`src/hw/rtl/dmp_pkg.sv`:
```
// dmp_pkg: shared types, codes and reset constants for the button debounce block.
// No dependencies; used by every other file of the block but dmp_out_if.
`default_nettype none

package dmp_pkg;

  localparam int TIME_BITS_DEF = 32;  // default width of the internal time base
  localparam int NOW_W         = 32;  // width of the now_ms field
  localparam int CFG_W         = 16;  // widest configuration register
  localparam int CFG_IDX_W     = 2;   // four registers

  // Register indexes of the configuration port
  typedef enum logic [CFG_IDX_W-1:0] {
    CFG_DEBOUNCE = 2'd0,
    CFG_GAP      = 2'd1,
    CFG_WINDOW   = 2'd2,
    CFG_RAPID    = 2'd3
  } cfg_idx_t;

  localparam logic [15:0] DEBOUNCE_RST = 16'd50;
  localparam logic [15:0] GAP_RST      = 16'd500;
  localparam logic [15:0] WINDOW_RST   = 16'd1500;
  localparam logic [7:0]  RAPID_RST    = 8'd3;

  // Contact phase
  typedef enum logic [1:0] {
    PH_OPEN     = 2'd0,
    PH_CONTACT  = 2'd1,
    PH_PRESSING = 2'd2
  } phase_t;

  // Result codes
  typedef enum logic [2:0] {
    EV_NONE     = 3'd0,
    EV_CONTACT  = 3'd1,
    EV_PRESSING = 3'd2,
    EV_PRESS    = 3'd3,
    EV_RAPID    = 3'd4
  } event_t;

  typedef struct packed {
    logic [15:0] debounce_ms;
    logic [15:0] gap_limit_ms;
    logic [15:0] window_ms;
    logic [7:0]  rapid_count;
  } cfg_t;

  typedef struct packed {
    event_t event_code;
    logic   busy_res;
  } res_t;

  typedef struct packed {
    phase_t phase;
    logic   tracking;
  } core_status_t;

endpackage

`default_nettype wire

```
`src/hw/rtl/dmp_in_if.sv`:
```
// dmp_in_if: poll channel (button level and millisecond time) with valid/ready.
// Depends on dmp_pkg for the time field width.
`default_nettype none

interface dmp_in_if;
  logic                     valid;
  logic                     ready;
  logic                     button_level;
  logic [dmp_pkg::NOW_W-1:0] now_ms;

  modport source (output valid, output button_level, output now_ms, input ready);
  modport sink   (input valid, input button_level, input now_ms, output ready);
endinterface

`default_nettype wire

```
`src/hw/rtl/dmp_out_if.sv`:
```
// dmp_out_if: result channel (event code and busy flag) with valid/ready.
// No dependencies.
`default_nettype none

interface dmp_out_if;
  logic       valid;
  logic       ready;
  logic [2:0] event_code;
  logic       busy_res;

  modport source (output valid, output event_code, output busy_res, input ready);
  modport sink   (input valid, input event_code, input busy_res, output ready);
endinterface

`default_nettype wire

```
`src/hw/rtl/dmp_cfg.sv`:
```
// dmp_cfg: configuration register file, written through a plain write port.
// Depends on dmp_pkg (cfg_t, register indexes, reset values).
`default_nettype none

module dmp_cfg (
  input  logic                          clk,
  input  logic                          rst,
  input  logic                          cfg_we,
  input  logic [dmp_pkg::CFG_IDX_W-1:0] cfg_index,
  input  logic [dmp_pkg::CFG_W-1:0]     cfg_data,
  output dmp_pkg::cfg_t                 cfg
);
  import dmp_pkg::*;

  always_ff @(posedge clk) begin
    if (rst) begin
      cfg.debounce_ms  <= DEBOUNCE_RST;
      cfg.gap_limit_ms <= GAP_RST;
      cfg.window_ms    <= WINDOW_RST;
      cfg.rapid_count  <= RAPID_RST;
    end else if (cfg_we) begin
      case (cfg_index)
        CFG_DEBOUNCE: cfg.debounce_ms  <= cfg_data;
        CFG_GAP:      cfg.gap_limit_ms <= cfg_data;
        CFG_WINDOW:   cfg.window_ms    <= cfg_data;
        CFG_RAPID:    cfg.rapid_count  <= cfg_data[7:0];
        default: ;
      endcase
    end
  end

endmodule

`default_nettype wire

```
`src/hw/rtl/dmp_core.sv`:
```
// dmp_core: debounce / press-series state and the single-pass update for one poll.
// Depends on dmp_pkg (phase and event codes, cfg_t, res_t, core_status_t).
`default_nettype none

module dmp_core #(
  parameter int TIME_BITS = dmp_pkg::TIME_BITS_DEF
) (
  input  logic                 clk,
  input  logic                 rst,
  input  logic                 step,
  input  logic                 level,
  input  logic [TIME_BITS-1:0] now,
  input  dmp_pkg::cfg_t        cfg,
  output dmp_pkg::res_t        res,
  output dmp_pkg::core_status_t status
);
  import dmp_pkg::*;

  typedef logic [TIME_BITS-1:0] tstamp_t;

  phase_t     phase, phase_next;
  tstamp_t    deadline, deadline_next;
  tstamp_t    first_time, first_next;
  tstamp_t    last_time, last_next;
  logic [7:0] press_count, count_next;
  logic       tracking, tracking_next;

  tstamp_t    first_m, last_m, dl_diff, since_first, since_last;
  logic [7:0] count_m;
  logic       gap_over, win_over, rapid_hit, clear;
  event_t     ev;

  always_ff @(posedge clk) begin
    if (rst) begin
      phase       <= PH_OPEN;
      deadline    <= '0;
      first_time  <= '0;
      last_time   <= '0;
      press_count <= '0;
      tracking    <= 1'b1;
    end else if (step) begin
      phase       <= phase_next;
      deadline    <= deadline_next;
      first_time  <= first_next;
      last_time   <= last_next;
      press_count <= count_next;
      tracking    <= tracking_next;
    end
  end

  always_comb begin
    phase_next    = phase;
    deadline_next = deadline;
    first_m       = first_time;
    last_m        = last_time;
    count_m       = press_count;
    tracking_next = tracking;
    clear         = 1'b0;
    dl_diff       = now - deadline;   // wrap-safe: reached when top bit clear

    // contact phase
    if (level) begin
      phase_next = PH_OPEN;
    end else begin
      case (phase)
        PH_OPEN: begin
          phase_next    = PH_CONTACT;
          deadline_next = now + TIME_BITS'(cfg.debounce_ms);
        end
        PH_CONTACT: begin
          if (!dl_diff[TIME_BITS-1]) begin
            if (press_count == 8'd0) first_m = now;
            else                     last_m  = now;
            if (press_count != 8'hFF) count_m = press_count + 8'd1;
            phase_next = PH_PRESSING;
          end
        end
        default: ;  // pressing holds
      endcase
    end

    // elapsed times, zero stamp means none
    since_first = (first_m == '0) ? '0 : now - first_m;
    since_last  = (last_m == '0) ? since_first : now - last_m;
    gap_over    = since_last > TIME_BITS'(cfg.gap_limit_ms);
    win_over    = since_first > TIME_BITS'(cfg.window_ms);
    rapid_hit   = (count_m == cfg.rapid_count) && !win_over;

    if (level) begin
      ev = EV_NONE;
      if (tracking && (gap_over || win_over)) begin
        ev    = EV_PRESS;
        clear = 1'b1;
      end
      tracking_next = 1'b1;
    end else begin
      ev = (phase_next == PH_CONTACT) ? EV_CONTACT : EV_PRESSING;
      if (tracking) begin
        if (rapid_hit) begin
          ev            = EV_RAPID;
          clear         = 1'b1;
          tracking_next = 1'b0;
        end else if (gap_over || win_over) begin
          ev            = EV_PRESS;
          clear         = 1'b1;
          tracking_next = 1'b0;
        end
      end
    end

    first_next = clear ? '0 : first_m;
    last_next  = clear ? '0 : last_m;
    count_next = clear ? 8'd0 : count_m;

    res.event_code = ev;
    res.busy_res   = tracking_next && !((phase_next == PH_OPEN) && (count_next == 8'd0));
  end

  assign status.phase    = phase;
  assign status.tracking = tracking;

endmodule

`default_nettype wire

```
`src/hw/rtl/button_debounce_multi_press.sv`:
```
// button_debounce_multi_press: top level; poll input register, core, result register.
// Depends on dmp_pkg, dmp_in_if, dmp_out_if, dmp_cfg and dmp_core.
//
//   channel   dir   transaction payload                 handshake
//   poll      in    button_level (1), now_ms (32)       poll.valid / poll.ready
//   result    out   event_code (3), busy_res (1)        result.valid / result.ready
//   cfg       in    cfg_index (2), cfg_data (16)        cfg_we, no back-pressure
//
// One poll per clock sustained while the result side accepts; each poll yields exactly
// one result, through the input register, then the result register.
// The whole update is one pass of subtract/compare logic on the core state.
// A stalled result holds the result register; the input register still takes one
// more poll, then poll.ready drops until the result side moves again.
// Synchronous active-high reset restores the register defaults and an open,
// tracking, empty press series; no clearing pass.
`default_nettype none

module button_debounce_multi_press #(
  parameter int TIME_BITS = dmp_pkg::TIME_BITS_DEF
) (
  input  logic                          clk,
  input  logic                          rst,
  dmp_in_if.sink                        poll,
  dmp_out_if.source                     result,
  input  logic                          cfg_we,
  input  logic [dmp_pkg::CFG_IDX_W-1:0] cfg_index,
  input  logic [dmp_pkg::CFG_W-1:0]     cfg_data
);
  import dmp_pkg::*;

  cfg_t         cfg;
  res_t         core_res;
  core_status_t core_st;

  // input register
  logic             s1_valid;
  logic             s1_level;
  logic [NOW_W-1:0] s1_now;

  // result register
  logic out_valid;
  res_t out_res;

  logic advance, step;

  assign advance    = !out_valid || result.ready;
  assign step       = s1_valid && advance;   // poll in s1 is applied to the state
  assign poll.ready = !s1_valid || advance;

  always_ff @(posedge clk) begin
    if (rst) begin
      s1_valid <= 1'b0;
    end else if (poll.ready) begin
      s1_valid <= poll.valid;
    end
  end

  always_ff @(posedge clk) begin
    if (poll.valid && poll.ready) begin
      s1_level <= poll.button_level;
      s1_now   <= poll.now_ms;
    end
  end

  dmp_cfg u_cfg (
    .clk       (clk),
    .rst       (rst),
    .cfg_we    (cfg_we),
    .cfg_index (cfg_index),
    .cfg_data  (cfg_data),
    .cfg       (cfg)
  );

  // time taken modulo 2^TIME_BITS (zero-extended when wider than the field)
  dmp_core #(
    .TIME_BITS (TIME_BITS)
  ) u_core (
    .clk    (clk),
    .rst    (rst),
    .step   (step),
    .level  (s1_level),
    .now    (TIME_BITS'(s1_now)),
    .cfg    (cfg),
    .res    (core_res),
    .status (core_st)
  );

  always_ff @(posedge clk) begin
    if (rst) begin
      out_valid <= 1'b0;
    end else if (advance) begin
      out_valid <= s1_valid;
    end
  end

  always_ff @(posedge clk) begin
    if (step) begin
      out_res <= core_res;
    end
  end

  assign result.valid      = out_valid;
  assign result.event_code = out_res.event_code;
  assign result.busy_res   = out_res.busy_res;

  // a reported press or rapid press always ends the tracked series
  a_press_not_busy: assert property (@(posedge clk) disable iff (rst)
    (result.valid && (result.event_code == EV_PRESS || result.event_code == EV_RAPID))
      |-> !result.busy_res)
    else $error("press reported while series still busy");

  // rapid press stops tracking until the next release
  a_rapid_stops_tracking: assert property (@(posedge clk) disable iff (rst)
    (step && core_res.event_code == EV_RAPID) |=> !core_st.tracking)
    else $error("tracking still set after rapid press");

  // a release poll leaves the contact open and tracking re-armed
  a_release_rearms: assert property (@(posedge clk) disable iff (rst)
    (step && s1_level) |=> (core_st.tracking && core_st.phase == PH_OPEN))
    else $error("release did not re-arm tracking");

  // input side only stalls when both registers are full and the result is stalled
  a_stall_cause: assert property (@(posedge clk) disable iff (rst)
    !poll.ready |-> (s1_valid && out_valid && !result.ready))
    else $error("poll stalled without a full, stalled pipeline");

endmodule

`default_nettype wire

```
`src/flat_wrapper.sv`:
```
// flat-port wrapper written by rule: the top's interface ports become plain ports
module button_debounce_multi_press_flat import dmp_pkg::*;
#(
  parameter int TIME_BITS = dmp_pkg::TIME_BITS_DEF
)
  (clk, rst, cfg_we, cfg_index, cfg_data, poll_valid, poll_button_level, poll_now_ms, poll_ready, result_valid, result_event_code, result_busy_res, result_ready);
  dmp_in_if poll_i ();
  dmp_out_if result_i ();
  input  logic clk;
  input  logic rst;
  input  logic cfg_we;
  input  logic [dmp_pkg::CFG_IDX_W-1:0] cfg_index;
  input  logic [dmp_pkg::CFG_W-1:0] cfg_data;
  input wire logic [$bits(poll_i.valid)-1:0] poll_valid;
  input wire logic [$bits(poll_i.button_level)-1:0] poll_button_level;
  input wire logic [$bits(poll_i.now_ms)-1:0] poll_now_ms;
  output wire logic [$bits(poll_i.ready)-1:0] poll_ready;
  output wire logic [$bits(result_i.valid)-1:0] result_valid;
  output wire logic [$bits(result_i.event_code)-1:0] result_event_code;
  output wire logic [$bits(result_i.busy_res)-1:0] result_busy_res;
  input wire logic [$bits(result_i.ready)-1:0] result_ready;
  assign poll_i.valid = poll_valid;
  assign poll_i.button_level = poll_button_level;
  assign poll_i.now_ms = poll_now_ms;
  assign poll_ready = poll_i.ready;
  assign result_valid = result_i.valid;
  assign result_event_code = result_i.event_code;
  assign result_busy_res = result_i.busy_res;
  assign result_i.ready = result_ready;
  button_debounce_multi_press #(.TIME_BITS(TIME_BITS)) u_core (.clk(clk), .rst(rst), .poll(poll_i), .result(result_i), .cfg_we(cfg_we), .cfg_index(cfg_index), .cfg_data(cfg_data));
endmodule
```
`config.mk`:
```
export PLATFORM = sky130hd
export DESIGN_NAME = button_debounce_multi_press_flat
export DESIGN_NICKNAME = d
export VERILOG_FILES = /design/src/hw/rtl/dmp_pkg.sv /design/src/hw/rtl/dmp_in_if.sv /design/src/hw/rtl/dmp_out_if.sv /design/src/hw/rtl/dmp_cfg.sv /design/src/hw/rtl/dmp_core.sv /design/src/hw/rtl/button_debounce_multi_press.sv /design/src/flat_wrapper.sv
export SDC_FILE = /design/constraint.sdc
export NUM_CORES = 1
export LEC_CHECK = 0
export BUFFER_PORTS_ARGS = -buffer_cell sky130_fd_sc_hd__buf_2
export CORE_MARGIN = 4
export CORE_UTILIZATION = 30
export DETAILED_ROUTE_END_ITERATION = 7
export HOLD_SLACK_MARGIN = 0.15
export PLACE_DENSITY = 0.5
export SLEW_MARGIN = 25
export SYNTH_ARGS = -nofsm -noshare
export SYNTH_HDL_FRONTEND = slang
export SYNTH_SLANG_ARGS = --single-unit
```
`constraint.sdc`:
```
create_clock -name clk -period 18.24 [get_ports clk]
set_input_delay 1.824 -clock clk [delete_from_list [all_inputs] [get_ports clk]]
set_output_delay 1.824 -clock clk [all_outputs]
set_load 0.03 [all_outputs]
```
# Word level (Yosys, flattened, before mapping)
# Cells that the tools add are included.
[totals]
out_inout_bits = 6
wordCells = 91
register_bits = 202
inputBits = 56
[classes]
n_eq_ne = 7
n_mux = 35
addsub = 5
n_reduce_logical = 25
n_lt_le_gt_ge = 2
n_bitwise = 1
[ops]
columns = ["cell", "n"]
rows = [
  ["2-to-1 mux 32 bit", 12],
  ["subtractor 32 bit", 3],
  ["> comparator 32 x 16 -> 1 bit", 2],
  ["logical NOT 32 bit", 2],
  ["2-to-1 mux 8 bit", 5],
  ["adder 32 x 16 -> 32 bit", 1],
  ["logical NOT 8 bit", 2],
  ["2-to-1 mux 2 bit", 5],
  ["2-to-1 mux 1 bit", 9],
  ["2-to-1 mux 3 bit", 3],
  ["adder 8 x 1 -> 8 bit (second input constant)", 1],
  ["== test 8 bit", 1],
  ["inequality test 8 bit (second input constant)", 1],
  ["AND reduction 2 bit", 4],
  ["== test 2 x 1 -> 1 bit (second input constant)", 3],
  ["logical AND 1 bit", 6],
  ["logical NOT 2 bit", 3],
  ["== test 2 bit (second input constant)", 2],
  ["logical NOT 1 bit", 4],
  ["one-hot mux 2 bit (2 select lines)", 1],
  ["logical OR 1 bit", 3],
  ["AND reduction 3 bit", 1],
  ["inverter 1 bit", 1],
]

# Logic depth before layout (Yosys ltp)
[logic_depth]
depth_word = 19
depth_mapped = 38
mapped_depth_nobuf = 35

# By module
# From an unflattened synthesis, not the netlist that was laid out.
[hier_totals]
cells_unflattened = 1874
hier_area_um2 = 15240.9
[by_module_without_submodules]
columns = ["mod", "cells_per_inst", "area_each_um2", "seq_area_each_um2", "instances"]
rows = [
  ["dmp_core", 1607, 11742.5, 2142.1, 1],
  ["dmp_cfg", 220, 2283.4, 1121.1, 1],
  ["button_debounce_multi_press", 47, 1214.9, 1151.1, 1],
]

# Least setup slack after synthesis
# OpenSTA, ideal clock, no wires.
[synth_timing]
path_kind = "register -> register"
from = "register u_core.s1_now[22]"
to = "register u_core.u_core.first_time[21]"
arrival_time_ps = 7447
setup_time_ps = 69
required_ps = 18171
synth_period_minus_slack_ps = 7516
stages_incl_launch_ff = 37
path_buffers = 4
slack_ps = 10724
path_cell_list = "edfxtp_1 > ha_1 > a21oi_1 > o21ai_1 > a221oi_1 > o21ai_1 > a22oi_1 > nand2_1 > nand2_1 > buf_1 > clkbuf_1 > mux2i_1 > ha_1 > nor2b_1 > o2111ai_1 > nand4b_1 > a21o_1 > nand2_1 > a21boi_0 > o21ai_0 > nand2b_1 > a21o_1 > a21o_1 > a21o_1 > a21oi_1 > xnor2_1 > mux2_2 > ha_1 > nand2_1 > nor4_1 > a211o_1 > o221ai_1 > o21ai_1 > o21ai_2 > buf_6 > buf_6 > o21ai_1"
[synth_via]
elab_chain_len = 14
word_cells_on_any_way = 31
cone_classes = "add/sub: 3; order compare: 2; eq/ne: 1; mux: 19; reduce/logical: 6"
[synth_lines]
columns = ["item", "line_no", "rtl"]
rows = [
  ["from (decl)", "button_debounce_multi_press.sv:38", "logic [NOW_W-1:0] s1_now;"],
  ["from (signal assigned)", "button_debounce_multi_press.sv:61", "s1_now <= poll.now_ms;"],
  ["subtractor 32 bit / 2-to-1 mux 32 bit (equally long branches)", "dmp_core.sv:59, dmp_core.sv:72", ""],
  ["2-to-1 mux 32 bit", "dmp_core.sv:71", "if (!dl_diff[TIME_BITS-1]) begin"],
  ["2-to-1 mux 32 bit", "dmp_core.sv:65", "case (phase)"],
  ["2-to-1 mux 32 bit", "dmp_core.sv:62", "if (level) begin"],
  ["subtractor 32 bit / logical NOT 32 bit (equally long branches)", "dmp_core.sv:83", "since_first = (first_m == '0) ? '0 : now - first_m;"],
  ["2-to-1 mux 32 bit", "dmp_core.sv:83", ""],
  ["2-to-1 mux 32 bit", "dmp_core.sv:84", "since_last = (last_m == '0) ? since_first : now - last_m;"],
  ["> comparator 32 x 16 -> 1 bit", "dmp_core.sv:85", "gap_over = since_last > TIME_BITS'(cfg.gap_limit_ms);"],
  ["logical OR 1 bit", "dmp_core.sv:91, dmp_core.sv:103", ""],
  ["2-to-1 mux 1 bit", "dmp_core.sv:103", "end else if (gap_over || win_over) begin"],
  ["2-to-1 mux 1 bit", "dmp_core.sv:99", "if (rapid_hit) begin"],
  ["2-to-1 mux 1 bit", "dmp_core.sv:98", "if (tracking) begin"],
  ["2-to-1 mux 1 bit", "dmp_core.sv:89", "if (level) begin"],
  ["2-to-1 mux 32 bit (*)", "dmp_core.sv:111", "first_next = clear ? '0 : first_m;"],
  ["to (signal assigned)", "dmp_core.sv:44", "first_time <= first_next;"],
  ["to (decl)", "dmp_core.sv:23", "tstamp_t first_time, first_next;"],
]
# Every way passes the cells marked *; elsewhere a longest branch is shown, timed or not.
# A chain may end at the register's enable or synchronous reset.

# Worst setup path after layout
[layout_timing]
from = "register u_core.s1_now[20]"
to = "register u_core.u_core.first_time[16]"
# Same word-level chain as after synthesis.

==> PnR_summary.wiki <==
{| class="wikitable"
! Metric !! Value
|-
| Startpoint of the worst-slack reg-to-reg timing path || u_core.s1_now[20]
|-
| Post-layout min period || 9280 ps
|-
| Detailed-route vias per instance || 5.35
|-
| Clock root buffer || sky130_fd_sc_hd__clkbuf_16
|-
| Maximum Capacitance Violations || 0
|-
| Post-route clock period utilization || 50.9%
|-
| Cts hold-fix bufs || 0
|-
| PortBufs || 61
|-
| Top Family by Delay on Critical Path || compound AO/OA/AOI/OAI gates
|-
| Synthesized Nets || 2030
|-
| Slew headroom || 34.9%
|-
| Wire length after detailed routing || 46500 µm
|-
| Total Die Area || 52300 µm²
|-
| Summed instance area of the synthesized netlist || 14600 µm²
|-
| Hold slack final || 449 ps
|-
| Final-report max-slew violation count || 0
|-
| Maximum number of pins on one net before global-route repair || 64
|-
| Clock tree from TritonCTS || built
|-
| Result of the run || finished, final reports clean
|-
| Number of buffers added for setup after CTS || 0
|-
| Area growth from synthesis to final layout || 11.4%
|-
| Number of sinks on the clock net || 202
|-
| Multi-input logic area || 9550 µm²
|-
| Synth cell types || 77
|-
| Hold Crit Class || flip-flop to flip-flop
|-
| Setup TNS || 0 ps
|-
| Post-DP HPWL || 36000 µm
|-
| Register-to-register setup slack || 8960 ps
|-
| Fraction of layout cells with a size suffix above 1 || 8.15%
|-
| Number of antenna violations at the first check in global routing || 0
|-
| Slowest library cell on the worst path || sky130_fd_sc_hd__nor4b_2
|-
| Worst IR drop on VDD || 0.0704 mV
|-
| CP Capture Point || u_core.u_core.first_time[16]
|-
| Filler cells || 4935
|-
| Clock tree skew after final layout || 24.7 ps
|-
| Data required, critical path || 18690 ps
|-
| Count of yosys warnings during synthesis || 0
|-
| Cells after synthesis || 1832
|-
| Number of synthesized register bits || 202
|-
| H-tree levels || 1
|-
| Largest cells by area after synthesis || sky130_fd_sc_hd__dfxtp_1 23%, sky130_fd_sc_hd__ha_1 12%, sky130_fd_sc_hd__edfxtp_1 7.6%
|-
| Number of placement rows || 80
|-
| Maximum clock frequency || 108 MHz
|-
| Setup repair after global routing missed its margin || no
|-
| Final number of hold-violating endpoints || 0
|-
| Combinational family with the most area after synthesis || simple AND/OR/NAND/NOR gates
|-
| Detailed-route wire length per cell || 18.7 µm
|-
| R2R Path End || u_core.u_core.first_time[16]
|-
| Total Routing Usage GR || 17.1%
|-
| EDFF count, synth || 37
|-
| Share of the synthesized area in compound gates (AO/OA/AOI/OAI) || 21.1%
|-
| Multiplexer fraction of the synthesized cell area || 5.19%
|-
| Global-route wire length before repair || 72600 µm
|-
| DRC violations left || 0
|-
| Worst setup path start || u_core.s1_now[20]
|-
| Xor-xnor portion of the synthesized cell area || 4.62%
|-
| Die boundary height || 229 µm
|-
| Most frequent cell after synthesis || sky130_fd_sc_hd__nand2_1
|-
| Antenna viol nets, final || 0
|-
| Storage element area || 4410 µm²
|-
| # setup viols final || 0
|-
| Total number of vias || 13400
|-
| Biggest fanout along the worst timing path || 59
|-
| Share of synthesized cell area in full adder, half adder and majority cells || 12.5%
|-
| Crit. path cell count || 27
|-
| CP Buf/Inv Count || 2
|-
| Data arrival time at the worst-slack endpoint || 9730 ps
|-
| Most frequently used flop master after synthesis || sky130_fd_sc_hd__dfxtp_1
|-
| Cell types with the highest counts after synthesis || 292 x sky130_fd_sc_hd__nand2_1, 171 x sky130_fd_sc_hd__a21oi_1, 165 x sky130_fd_sc_hd__dfxtp_1, 140 x sky130_fd_sc_hd__ha_1, 107 x sky130_fd_sc_hd__inv_1
|-
| Overflow after GRT || 0
|-
| Syn avg cell area || 7.97 µm²
|-
| Initial core utilization || 30.5%
|-
| Weighted congestion reported at the end of routability-driven placement || 0.897
|-
| PwrDens || 74.8 nW/µm²
|-
| Leakage component of the power || 6.45 nW
|-
| Async set-reset flop share out of synthesis || 0%
|-
| Clk pin slew, worst setup/hold paths || 60 ps
|-
| Maximum cell stage delay along the critical path || 770 ps
|-
| Worst setup path category || flip-flop to flip-flop
|-
| Core outline area || 47900 µm²
|-
| Number of top-level pins || 62
|-
| R2R depth || 27
|-
| Post-CTS resize count || 0
|-
| Sequential fraction of the synthesis area || 30.2%
|-
| Via count of the first global-routing pass || 12700
|-
| Deepest clock path buffer count || 3
|-
| Setup crit end kind || flip-flop
|-
| Post-synth top area cell || sky130_fd_sc_hd__dfxtp_1
|-
| TritonCTS buffer count || 24
|-
| Horizontal die dimension || 229 µm
|-
| Top-area cell type share of the netlist area || 22.6%
|-
| Actual slew at the worst max-slew pin || 952 ps
|-
| Clock latency on the worst-skew pair || 550 ps
|-
| Launching element type of the critical path || flip-flop
|-
| Violation count after the first detailed-routing iteration || 974
|-
| 1st-pass router iterations || 5
|-
| Area fraction in and, or, nand and nor cells after synthesis || 21.7%
|-
| Number of nets in the layout || 2059
|}
## registers in the layout (all words and copies together) (netlist names)
signal                     cells
u_core.result.busy_res         1
u_core.result.event_code       3
u_core.result.valid            1
u_core.s1_level                1
u_core.s1_now                 32
u_core.s1_valid                1
u_core.u_cfg.cfg              56
u_core.u_core.deadline        32
u_core.u_core.first_time      32
u_core.u_core.last_time       32
u_core.u_core.phase            2
u_core.u_core.press_count      8
u_core.u_core.tracking         1
## power breakdown
part | switching [mW] | internal [mW]
Combinational | 0.165 | 0.0979
Clock | 0.190 | 0.273
Sequential | 0.0197 | 0.472
Total | 0.375 | 0.842
## through the flow
| stage | instances | area (µm²) | util (%) | setup WS (ps) | total power, mW |
|---|---|---|---|---|---|
| 4_1_cts | 2493 | 16300 | 33.9 | 8990 | 1.23 |
| 3_3_place_gp | 2450 | 15500 | 32.4 | 9180 | 0.760 |
| 2_1_floorplan | 1832 | 14600 | - | 10720 | 0.680 |
| 6_report | 2494 | 16300 | 33.9 | 8960 | 1.22 |
| 5_1_grt | 2493 | 16300 | 33.9 | 8340 | 1.28 |
| 3_5_place_dp | 2450 | 15500 | 32.4 | 9040 | 0.761 |
## how the worst min path moves through the flow
stage	startpoint	end	slack [ps]	depth (start not counted)
5_1_grt	u_core.u_core.deadline[13]	u_core.u_core.deadline[13]	460	2
2_1_floorplan	u_core.u_core.deadline[0]	u_core.u_core.deadline[0]	430	2
6_report	u_core.u_core.deadline[13]	u_core.u_core.deadline[13]	450	2
4_1_cts	u_core.u_core.deadline[13]	u_core.u_core.deadline[13]	450	2
3_5_place_dp	u_core.u_core.deadline[13]	u_core.u_core.deadline[13]	440	2
3_3_place_gp	u_core.u_core.deadline[10]	u_core.u_core.deadline[10]	440	2
## logic make-up (layout without fill, tap and decap cells)
group | after synthesis | count (layout)
fa+ha+maj | 145 | 145
buf+inv | 176 | 222
xor+xnor | 77 | 77
compound gates | 497 | 497
mux | 74 | 74
simple gates | 661 | 661
other cells | 0 | 1
flops | 202 | 202
## final cells by class
| cell class | instances | area share, % |
|---|---|---|
| Antenna cell | 1 | 0.0154 |
| Clock buffer | 36 | 3.97 |
| Clock inverter | 7 | 0.600 |
| Inverter | 107 | 2.47 |
| Multi-Input combinational cell | 1454 | 58.7 |
| Sequential cell | 202 | 27.1 |
| Tap cell | 615 | 4.73 |
| Timing Repair Buffer | 72 | 2.40 |
## layer usage
layer / part of all wire [%] / global-route usage (%) / vias to the layer above / routed length (µm)
li1: - / - / 6651 / -
met1: 47 / 23.6 / 6346 / 22000
met2: 47 / 28.5 / 302 / 21700
met3: 3.7 / 1.96 / 51 / 1720
met4: 2.3 / 4.48 / 0 / 1090
met5: 0 / 0 / - / 0
## cell usage in the layout (no fill, tap or decap), types with 8 or more instances in the layout
| master | instances |
|---|---|
| sky130_fd_sc_hd__nand2_1 | 291 |
| sky130_fd_sc_hd__a21oi_1 | 171 |
| sky130_fd_sc_hd__dfxtp_1 | 165 |
| sky130_fd_sc_hd__ha_1 | 140 |
| sky130_fd_sc_hd__inv_1 | 107 |
| sky130_fd_sc_hd__o21ai_0 | 100 |
| sky130_fd_sc_hd__nor2_1 | 99 |
| sky130_fd_sc_hd__mux2i_1 | 63 |
| sky130_fd_sc_hd__buf_2 | 60 |
| sky130_fd_sc_hd__xnor2_1 | 50 |
| sky130_fd_sc_hd__a21o_1 | 43 |
| sky130_fd_sc_hd__nand3_1 | 37 |
| sky130_fd_sc_hd__edfxtp_1 | 37 |
| sky130_fd_sc_hd__nand4_1 | 31 |
| sky130_fd_sc_hd__nor4_1 | 30 |
| sky130_fd_sc_hd__o21ai_1 | 27 |
| sky130_fd_sc_hd__xor2_1 | 27 |
| sky130_fd_sc_hd__nor3_1 | 25 |
| sky130_fd_sc_hd__a211oi_1 | 24 |
| sky130_fd_sc_hd__clkbuf_16 | 24 |
| sky130_fd_sc_hd__and3_1 | 21 |
| sky130_fd_sc_hd__nand3b_1 | 21 |
| sky130_fd_sc_hd__nand2b_1 | 20 |
| sky130_fd_sc_hd__nor2b_1 | 17 |
| sky130_fd_sc_hd__and2_1 | 17 |
| sky130_fd_sc_hd__o21a_1 | 14 |
| sky130_fd_sc_hd__o21bai_1 | 14 |
| sky130_fd_sc_hd__clkbuf_1 | 12 |
| sky130_fd_sc_hd__buf_4 | 12 |
| sky130_fd_sc_hd__or3_1 | 11 |
| sky130_fd_sc_hd__o21ai_2 | 10 |
| sky130_fd_sc_hd__o2111ai_1 | 10 |
| sky130_fd_sc_hd__mux2_2 | 10 |
| sky130_fd_sc_hd__or2_2 | 9 |
| sky130_fd_sc_hd__a31oi_1 | 8 |
## worst register-to-register path: cells and delay by family, from the launching register on
family / cells / cell delay, ps
buffers and inverters: 2 / 820
AOI/OAI and AO/OA: 16 / 5160
adders and majority gates: 2 / 660
DFF: 1 / 580
muxes: 1 / 330
and+or+nand+nor: 6 / 1670
Note: power is estimated with default switching activity, not from simulation.
